### src/design/codon_histogram_counter_assert.svh
// Assertion macros shared by the codon histogram RTL.
// Each macro expects clk and arst_n in scope; checks are off while reset is low.
`ifndef CODON_HISTOGRAM_COUNTER_ASSERT_SVH
`define CODON_HISTOGRAM_COUNTER_ASSERT_SVH

// Same-cycle implication.
`define CHC_ASSERT_NOW(lbl, ante, cons, msg) \
	lbl: assert property (@(posedge clk) disable iff (!arst_n) (ante) |-> (cons)) \
		else $error(msg);

// Next-cycle implication.
`define CHC_ASSERT_NEXT(lbl, ante, cons, msg) \
	lbl: assert property (@(posedge clk) disable iff (!arst_n) (ante) |=> (cons)) \
		else $error(msg);

`endif

### src/design/chc_pkg.sv
`timescale 1ns / 1ps
`default_nettype none

package chc_pkg;

	localparam int SYMBOL_W    = 8;
	localparam int BIN_W       = 6;
	localparam int NUM_BINS    = 64;
	localparam int CODE_W      = 2;
	localparam int RUN_W       = 2;
	localparam int IN_TDATA_W  = 16;
	localparam int COUNT_OUT_W = 32;
	localparam int OUT_TDATA_W = 40;

	// nucleotide letters
	localparam logic [SYMBOL_W-1:0] CH_A_UP = 8'h41;
	localparam logic [SYMBOL_W-1:0] CH_A_LO = 8'h61;
	localparam logic [SYMBOL_W-1:0] CH_C_UP = 8'h43;
	localparam logic [SYMBOL_W-1:0] CH_C_LO = 8'h63;
	localparam logic [SYMBOL_W-1:0] CH_G_UP = 8'h47;
	localparam logic [SYMBOL_W-1:0] CH_G_LO = 8'h67;
	localparam logic [SYMBOL_W-1:0] CH_T_UP = 8'h54;
	localparam logic [SYMBOL_W-1:0] CH_T_LO = 8'h74;

	localparam logic [CODE_W-1:0] CODE_A = 2'd0;
	localparam logic [CODE_W-1:0] CODE_C = 2'd1;
	localparam logic [CODE_W-1:0] CODE_G = 2'd2;
	localparam logic [CODE_W-1:0] CODE_T = 2'd3;

	// window fill level saturates here
	localparam logic [RUN_W-1:0] RUN_FULL = 2'd2;

	typedef enum logic {
		MODE_PUSH = 1'b0,
		MODE_READ = 1'b1
	} mode_t;

	typedef struct packed {
		logic             hit;
		logic [BIN_W-1:0] idx;
	} codon_t;

endpackage

`default_nettype wire

### src/design/chc_window.sv
`timescale 1ns / 1ps
`default_nettype none

module chc_window (
	input  logic                           clk,
	input  logic                           arst_n,
	input  logic                           step,
	input  logic [chc_pkg::SYMBOL_W-1:0]   symbol,
	input  logic                           new_sequence,
	output chc_pkg::codon_t                codon
);

	logic [chc_pkg::CODE_W-1:0] prev_one_q;
	logic [chc_pkg::CODE_W-1:0] prev_two_q;
	logic [chc_pkg::RUN_W-1:0]  run_q;
	logic [chc_pkg::RUN_W-1:0]  run_eff;
	logic [chc_pkg::CODE_W-1:0] code;
	logic                       code_ok;

	always_comb begin
		code_ok = 1'b1;
		case (symbol)
			chc_pkg::CH_A_UP, chc_pkg::CH_A_LO: code = chc_pkg::CODE_A;
			chc_pkg::CH_C_UP, chc_pkg::CH_C_LO: code = chc_pkg::CODE_C;
			chc_pkg::CH_G_UP, chc_pkg::CH_G_LO: code = chc_pkg::CODE_G;
			chc_pkg::CH_T_UP, chc_pkg::CH_T_LO: code = chc_pkg::CODE_T;
			default: begin
				code    = chc_pkg::CODE_A;
				code_ok = 1'b0;
			end
		endcase
	end

	// new sequence drops the window before this letter is taken
	assign run_eff = new_sequence ? '0 : run_q;

	always_comb begin
		codon.hit = code_ok && (run_eff == chc_pkg::RUN_FULL);
		codon.idx = {code, prev_one_q, prev_two_q};
	end

	always_ff @(posedge clk or negedge arst_n) begin
		if (!arst_n) begin
			prev_one_q <= '0;
			prev_two_q <= '0;
			run_q      <= '0;
		end else if (step) begin
			if (!code_ok) begin
				run_q <= '0;
			end else begin
				prev_two_q <= prev_one_q;
				prev_one_q <= code;
				run_q      <= (run_eff == chc_pkg::RUN_FULL) ? run_eff : run_eff + 1'b1;
			end
		end
	end

endmodule

`default_nettype wire

### src/design/chc_hist_mem.sv
`timescale 1ns / 1ps
`default_nettype none

module chc_hist_mem #(
	parameter int COUNT_WIDTH = 32
) (
	input  logic                        clk,
	input  logic                        arst_n,
	input  logic                        rd_en,
	input  logic [chc_pkg::BIN_W-1:0]   rd_addr,
	output logic [COUNT_WIDTH-1:0]      rd_data,
	input  logic                        wr_en,
	input  logic [chc_pkg::BIN_W-1:0]   wr_addr,
	input  logic [COUNT_WIDTH-1:0]      wr_data
);

	logic [COUNT_WIDTH-1:0]       mem_q [chc_pkg::NUM_BINS];
	logic [chc_pkg::NUM_BINS-1:0] vld_q;
	logic [COUNT_WIDTH-1:0]       rd_data_s2;

	// per-bin valid: an unwritten bin reads as zero, so reset clears all at once
	always_ff @(posedge clk or negedge arst_n) begin
		if (!arst_n) begin
			vld_q <= '0;
		end else if (wr_en) begin
			vld_q[wr_addr] <= 1'b1;
		end
	end

	always_ff @(posedge clk) begin
		if (wr_en) begin
			mem_q[wr_addr] <= wr_data;
		end
	end

	// write-first bypass covers back-to-back hits on the same bin
	always_ff @(posedge clk) begin
		if (rd_en) begin
			if (wr_en && (wr_addr == rd_addr)) begin
				rd_data_s2 <= wr_data;
			end else if (!vld_q[rd_addr]) begin
				rd_data_s2 <= '0;
			end else begin
				rd_data_s2 <= mem_q[rd_addr];
			end
		end
	end

	assign rd_data = rd_data_s2;

endmodule

`default_nettype wire

### src/design/codon_histogram_counter.sv
`timescale 1ns / 1ps
`default_nettype none
// Each input beat passes the input register, then the result register, to become a result beat.
// Throughput: one beat per cycle while m_tready is high; the histogram read/increment/write
// loop has a write-first bypass on a single-port-read memory, so hits on one bin never stall.
// Reset (arst_n low, async): clears the window state, the pipeline valids and the
// 64 per-bin valid flags at once; the histogram reads as zero with no clearing pass.

`include "codon_histogram_counter_assert.svh"

module codon_histogram_counter #(
	parameter int COUNT_WIDTH = 32
) (
	input  logic                                clk,
	input  logic                                arst_n,
	input  logic                                s_tvalid,
	output logic                                s_tready,
	// [7:0] symbol, [8] new_sequence, [14:9] bin, [15] zero
	input  logic [chc_pkg::IN_TDATA_W-1:0]      s_tdata,
	// [0] mode (0 push character, 1 read bin)
	input  logic                                s_tuser,
	output logic                                m_tvalid,
	input  logic                                m_tready,
	// [0] counted, [6:1] codon_index, [38:7] count, [39] zero
	output logic [chc_pkg::OUT_TDATA_W-1:0]     m_tdata
);

	localparam int RW = (COUNT_WIDTH < chc_pkg::COUNT_OUT_W) ? COUNT_WIDTH
		: chc_pkg::COUNT_OUT_W;

	// stage 1: input register
	logic                          valid_s1;
	chc_pkg::mode_t                mode_s1;
	logic [chc_pkg::SYMBOL_W-1:0]  symbol_s1;
	logic                          newseq_s1;
	logic [chc_pkg::BIN_W-1:0]     bin_s1;

	// stage 2: result register (count data lives in the memory read register)
	logic                          valid_s2;
	chc_pkg::mode_t                mode_s2;
	logic                          hit_s2;
	logic [chc_pkg::BIN_W-1:0]     idx_s2;

	logic                          adv;
	logic                          step;
	chc_pkg::codon_t               codon;
	logic                          rd_en;
	logic [chc_pkg::BIN_W-1:0]     rd_addr;
	logic [COUNT_WIDTH-1:0]        rd_data;
	logic                          wr_en;
	logic [COUNT_WIDTH-1:0]        wr_data;
	logic [chc_pkg::COUNT_OUT_W-1:0] count_out;

	// whole pipe moves when the result register is empty or being drained
	assign adv      = !valid_s2 || m_tready;
	assign s_tready = !valid_s1 || adv;

	always_ff @(posedge clk or negedge arst_n) begin
		if (!arst_n) begin
			valid_s1 <= 1'b0;
		end else if (s_tready) begin
			valid_s1 <= s_tvalid;
		end
	end

	always_ff @(posedge clk) begin
		if (s_tready) begin
			mode_s1   <= chc_pkg::mode_t'(s_tuser);
			symbol_s1 <= s_tdata[7:0];
			newseq_s1 <= s_tdata[8];
			bin_s1    <= s_tdata[14:9];
		end
	end

	// window state advances only on push beats leaving stage 1
	assign step = valid_s1 && adv && (mode_s1 == chc_pkg::MODE_PUSH);

	chc_window u_window (
		.clk          (clk),
		.arst_n       (arst_n),
		.step         (step),
		.symbol       (symbol_s1),
		.new_sequence (newseq_s1),
		.codon        (codon)
	);

	// one read per beat: the requested bin on reads, the codon bin on pushes
	assign rd_en   = valid_s1 && adv;
	assign rd_addr = (mode_s1 == chc_pkg::MODE_READ) ? bin_s1 : codon.idx;

	// increment with saturation, written back as the beat leaves stage 2
	assign wr_en   = valid_s2 && hit_s2 && adv;
	assign wr_data = (&rd_data) ? rd_data : rd_data + 1'b1;

	chc_hist_mem #(
		.COUNT_WIDTH (COUNT_WIDTH)
	) u_hist_mem (
		.clk     (clk),
		.arst_n  (arst_n),
		.rd_en   (rd_en),
		.rd_addr (rd_addr),
		.rd_data (rd_data),
		.wr_en   (wr_en),
		.wr_addr (idx_s2),
		.wr_data (wr_data)
	);

	always_ff @(posedge clk or negedge arst_n) begin
		if (!arst_n) begin
			valid_s2 <= 1'b0;
		end else if (adv) begin
			valid_s2 <= valid_s1;
		end
	end

	always_ff @(posedge clk) begin
		if (adv) begin
			mode_s2 <= mode_s1;
			hit_s2  <= (mode_s1 == chc_pkg::MODE_PUSH) && codon.hit;
			idx_s2  <= ((mode_s1 == chc_pkg::MODE_PUSH) && codon.hit) ? codon.idx : '0;
		end
	end

	// only the low 32 bits of a wide counter are reported
	assign count_out = (mode_s2 == chc_pkg::MODE_READ)
		? chc_pkg::COUNT_OUT_W'(rd_data[RW-1:0]) : '0;

	assign m_tvalid = valid_s2;
	assign m_tdata  = {1'b0, count_out, idx_s2, hit_s2};

	`CHC_ASSERT_NOW(a_wr_only_on_leave, wr_en, valid_s2 && hit_s2 && m_tready,
		"histogram write without a counted beat leaving")
	`CHC_ASSERT_NOW(a_no_wrap, wr_en, wr_data != '0, "bin counter wrapped to zero")
	`CHC_ASSERT_NOW(a_ready_when_empty, !valid_s2, s_tready,
		"input stalled with an empty result register")
	`CHC_ASSERT_NEXT(a_count_holds, valid_s2 && !m_tready, $stable(rd_data),
		"count changed under a stalled result beat")

endmodule

`default_nettype wire
### config.mk
export PLATFORM = sky130hd
export DESIGN_NAME = codon_histogram_counter
export DESIGN_NICKNAME = d
export VERILOG_FILES = /design/src/design/chc_pkg.sv /design/src/design/chc_window.sv /design/src/design/chc_hist_mem.sv /design/src/design/codon_histogram_counter.sv
export VERILOG_INCLUDE_DIRS = /design/src /design/src/design
export SDC_FILE = /design/constraint.sdc
export NUM_CORES = 2
export LEC_CHECK = 0
export BUFFER_PORTS_ARGS = -buffer_cell sky130_fd_sc_hd__buf_2
export CAP_MARGIN = 30
export CORE_ASPECT_RATIO = 0.9
export CORE_MARGIN = 2
export CORE_UTILIZATION = 55
export DETAILED_ROUTE_END_ITERATION = 16
export PLACE_DENSITY = 0.71
export RECOVER_POWER = 25
export SETUP_SLACK_MARGIN = 0.4
export SLEW_MARGIN = 20
export SYNTH_ARGS = -nofsm -noshare
export SYNTH_HDL_FRONTEND = slang
export SYNTH_SLANG_ARGS = --single-unit
### constraint.sdc
create_clock -name clk -period 11.5 [get_ports clk]
set_input_delay 0.575 -clock clk [delete_from_list [all_inputs] [get_ports clk]]
set_output_delay 0.575 -clock clk [all_outputs]
set_load 0.03 [all_outputs]
==> results.cfg <==
[outcome]
status = finished with violations
violations = max-capacitance violations, max-slew violations

[clocking]
cts_root_buffer = clkbuf_16
clkTransAtPathRegs_ns = 0.07
cts_buffers = 203
clockBufferDepth = 3
cts_tree = built
cts_sinks = 2175
htreeDepth = 4
clkLatencyLatePin_ns = 0.85
cts-resized-gates = 0

[global_routing]
overflow = 0
grt_usage = 0.307
grt_start_max_net_pins = 161
grt_pass1_vias = 53541
antenna_found_initial = 11
grt_pass1_wl_mm = 360

[synthesis]
syn_nets = 6521
synth-seq-area-share = 0.745
syn_inst = 6497
syn_avg_cell_area_sq_um = 13.4
synth-edff-count = 2103
ys_types = 74
ys_ff_latch = 2175
yosysWarningCount = 0
synthFlopType = edfxtp_1
synth-async-reset-ratio = 0.0331
synth_area_sq_um = 87100

[worst_setup_path]
end_kind = flop
worstPathRequired_ns = 12.21
r2r_start = mode_s1
rr_worst_depth = 10
worstPathMaxFanout = 160
critPathTopFamily = buffers and inverters
reg2reg_slack_ns = 4.71
worstSetupPathType = reg -> reg
crit_path_max_incr_delay_ns = 1.45
crit_buf_inv = 3
r2r-end = u_hist_mem.rd_data[18]
crit_arrival_ns = 7.50
crit_path_start_kind = flop
crit_path_cell_trace = clkbuf_1 > mux2_8 > buf_4 > buf_12 > mux2i_1 > a221oi_1 > a221oi_1 > nor4_2 > nand3_1 > o21ai_1
slowest_stage = clkbuf_1
cpMostUsedCell = a221oi_1

[placement]
numPortBuffers = 59
place_hpwl_mm = 128
place_area_sq_um = 90600
place_inst = 8428
gp_congestion = 0.925
place_ws_ns = 5.99

[floorplan]
dieArea_sq_um = 162000
std_cell_rows = 138
core_area_sq_um = 157000
ioPinCount = 63
die_h_microns = 382
die_w_microns = 424
start_util = 0.554

[finish]
fin_nets = 6585
area_growth_pct = 11.1
final_cells = 8829
drive_above_1_share = 0.0965
final_cell_mix = edfxtp_1 (2103), nand2_1 (1861), nand3_1 (746), clkbuf_16 (206), mux2i_1 (159)
design_area_sq_um = 96800
utilization = 0.616
final_common_cell = edfxtp_1

[worst_hold_path]
min_from = m_tready
holdPathStages = 3
holdCritPathClass = in -> reg
whs_endpoint = m_tvalid

[routing]
routed_wl_mm = 252
ant_nets = 0
vias = 57070
drc_errors = 0
drt-initial-drc-count = 9116
wl_per_cell_microns = 28.5
drt-vias-per-instance = 6.46
first_pass_iters = 7

[power]
powerDensity_nw_per_um2 = 184
power_mw = 17.8
seq_power_share = 0.509
swShare = 0.263
ir_drop_v = 0.000204
p_switching_mw = 4.68
clkPwrFrac = 0.361
intPower_mw = 13.1
leakage_nw = 32.9
combPwrFrac = 0.130

[sta]
holdWs_ns = 0.348
rsz0062_at_grt = false
setup_ws_ns = 4.71
fin_crit_sh = 0.590
drv_slew = 1979
period_needed_ns = 6.79
fin_skew_ns = 0.0327
finalSetupViolations = 0
max_freq_mhz = 147
final.setup.tns_ns = 0
hold_viol = 0
slew_headroom = -1.28
tightest_slew_ns = 3.42

[run]
maxCapViolations = 59
[sequential cells by signal, summed over array words and instances (netlist names), 2 cells and up]
register and cells:
bin_s1 6, idx_s2 6, symbol_s1 7, u_hist_mem.mem_q 2048, u_hist_mem.rd_data 32, u_hist_mem.vld_q 64, u_window.prev_one_q 2, u_window.prev_two_q 2
u_window.run_q 2
[kinds of logic after synthesis]
group / after synthesis / synth area share
xor+xnor: 35 / 0.00352
simple gates: 2966 / 0.147
mux: 176 / 0.0213
fa+ha+maj: 3 / 0.000431
compound gates: 720 / 0.0587
buf+inv: 421 / 0.0239
other cells: 1 / 0.0000430
flops: 2175 / 0.745
[worst max-delay path by stage]
stage | startpoint | to | slack (ns) | cells after the start
floorplan | u_hist_mem.rd_data[3] | u_hist_mem.mem_q[0][21] | 7.29 | 6
CTS | mode_s1 | u_hist_mem.rd_data[17] | 5.95 | 9
detailed placement | mode_s1 | u_hist_mem.rd_data[2] | 5.99 | 9
finish | mode_s1 | u_hist_mem.rd_data[18] | 4.71 | 10
global placement | mode_s1 | u_hist_mem.rd_data[2] | 6.05 | 9
global route | mode_s1 | u_hist_mem.rd_data[18] | 4.61 | 10
[cells in the mapped netlist (6+ instances only)]
cell type	count	area share
nand3_1	746	0.043
and2_1	42	0.0030
a221oi_2	7	0.0012
edfxtp_1	2103	0.72
nand2b_1	7	0.00050
nor3_1	9	0.00052
a221oi_1	69	0.0069
a21oi_1	154	0.0088
clkbuf_1	159	0.0068
mux2_2	6	0.00078
buf_1	41	0.0018
xnor2_1	23	0.0023
dfrtp_1	72	0.021
o21ai_0	42	0.0024
o311ai_0	23	0.0023
o2111ai_1	36	0.0036
buf_4	24	0.0021
nand2_1	1862	0.080
a21o_1	69	0.0059
mux2i_1	162	0.019
a32o_1	36	0.0041
buf_6	16	0.0021
buf_2	169	0.0097
a32oi_1	30	0.0030
nor2_1	91	0.0039
o21ai_1	26	0.0015
nand4_1	36	0.0026
nor3b_1	9	0.00078
a31oi_1	105	0.0075
mux4_2	6	0.0016
xor2_1	12	0.0012
nor4_1	14	0.0010
inv_1	6	0.00026
a22o_1	6	0.00060
o311a_1	6	0.00069
or2_2	65	0.0047
and3_1	62	0.0045
o22ai_1	17	0.0012
a211oi_1	54	0.0047
[what timing repair did]
item | 4_1_cts | 5_1_grt
hold buffers | 17 | 0
endpoints found under the hold margin | 41 | 0
setup buffers | 0 | 0
[metal layers]
layer	global-route usage	vias to the layer above	part of all wire
li1	-	24116	-
met1	0.427	28335	0.37
met3	0.0811	659	0.14
met4	0.139	2	0.045
met2	0.457	3958	0.44
met5	0	-	0.000048
[worst reg2reg max path: cells and delay by family, from the launching register on]
family                 cells  cell delay, ns
multiplexers               2            1.21
flip-flops                 1            0.32
AND/OR/NAND/NOR            2            1.09
AO/OA/AOI/OAI              3            1.11
buffers and inverters      3            2.93
[final cells by class]
type / instances / area (sq um)
repair buffers: 274 / 1880
flip-flops and latches: 2175 / 65000
clock buffers: 273 / 5530
fillers: 11481 / 60500
multi-input cells: 3901 / 21100
inverters: 6 / 22.5
clock inverters: 94 / 719
diodes: 6 / 15.0
well taps: 2100 / 2630
[power by group through the flow]
stage / Combinational [mW] / Sequential (mW) / Clock (mW)
4_1_cts: 2.24 / 9.05 / 6.44
5_1_grt: 2.44 / 9.06 / 6.73
6_report: 2.31 / 9.06 / 6.42
3_3_place_gp: 2.17 / 9.22 / 0
3_5_place_dp: 2.23 / 9.22 / 0
2_1_floorplan: 1.37 / 9.21 / 0
No activity file was read; power rests on OpenSTA's default activity.
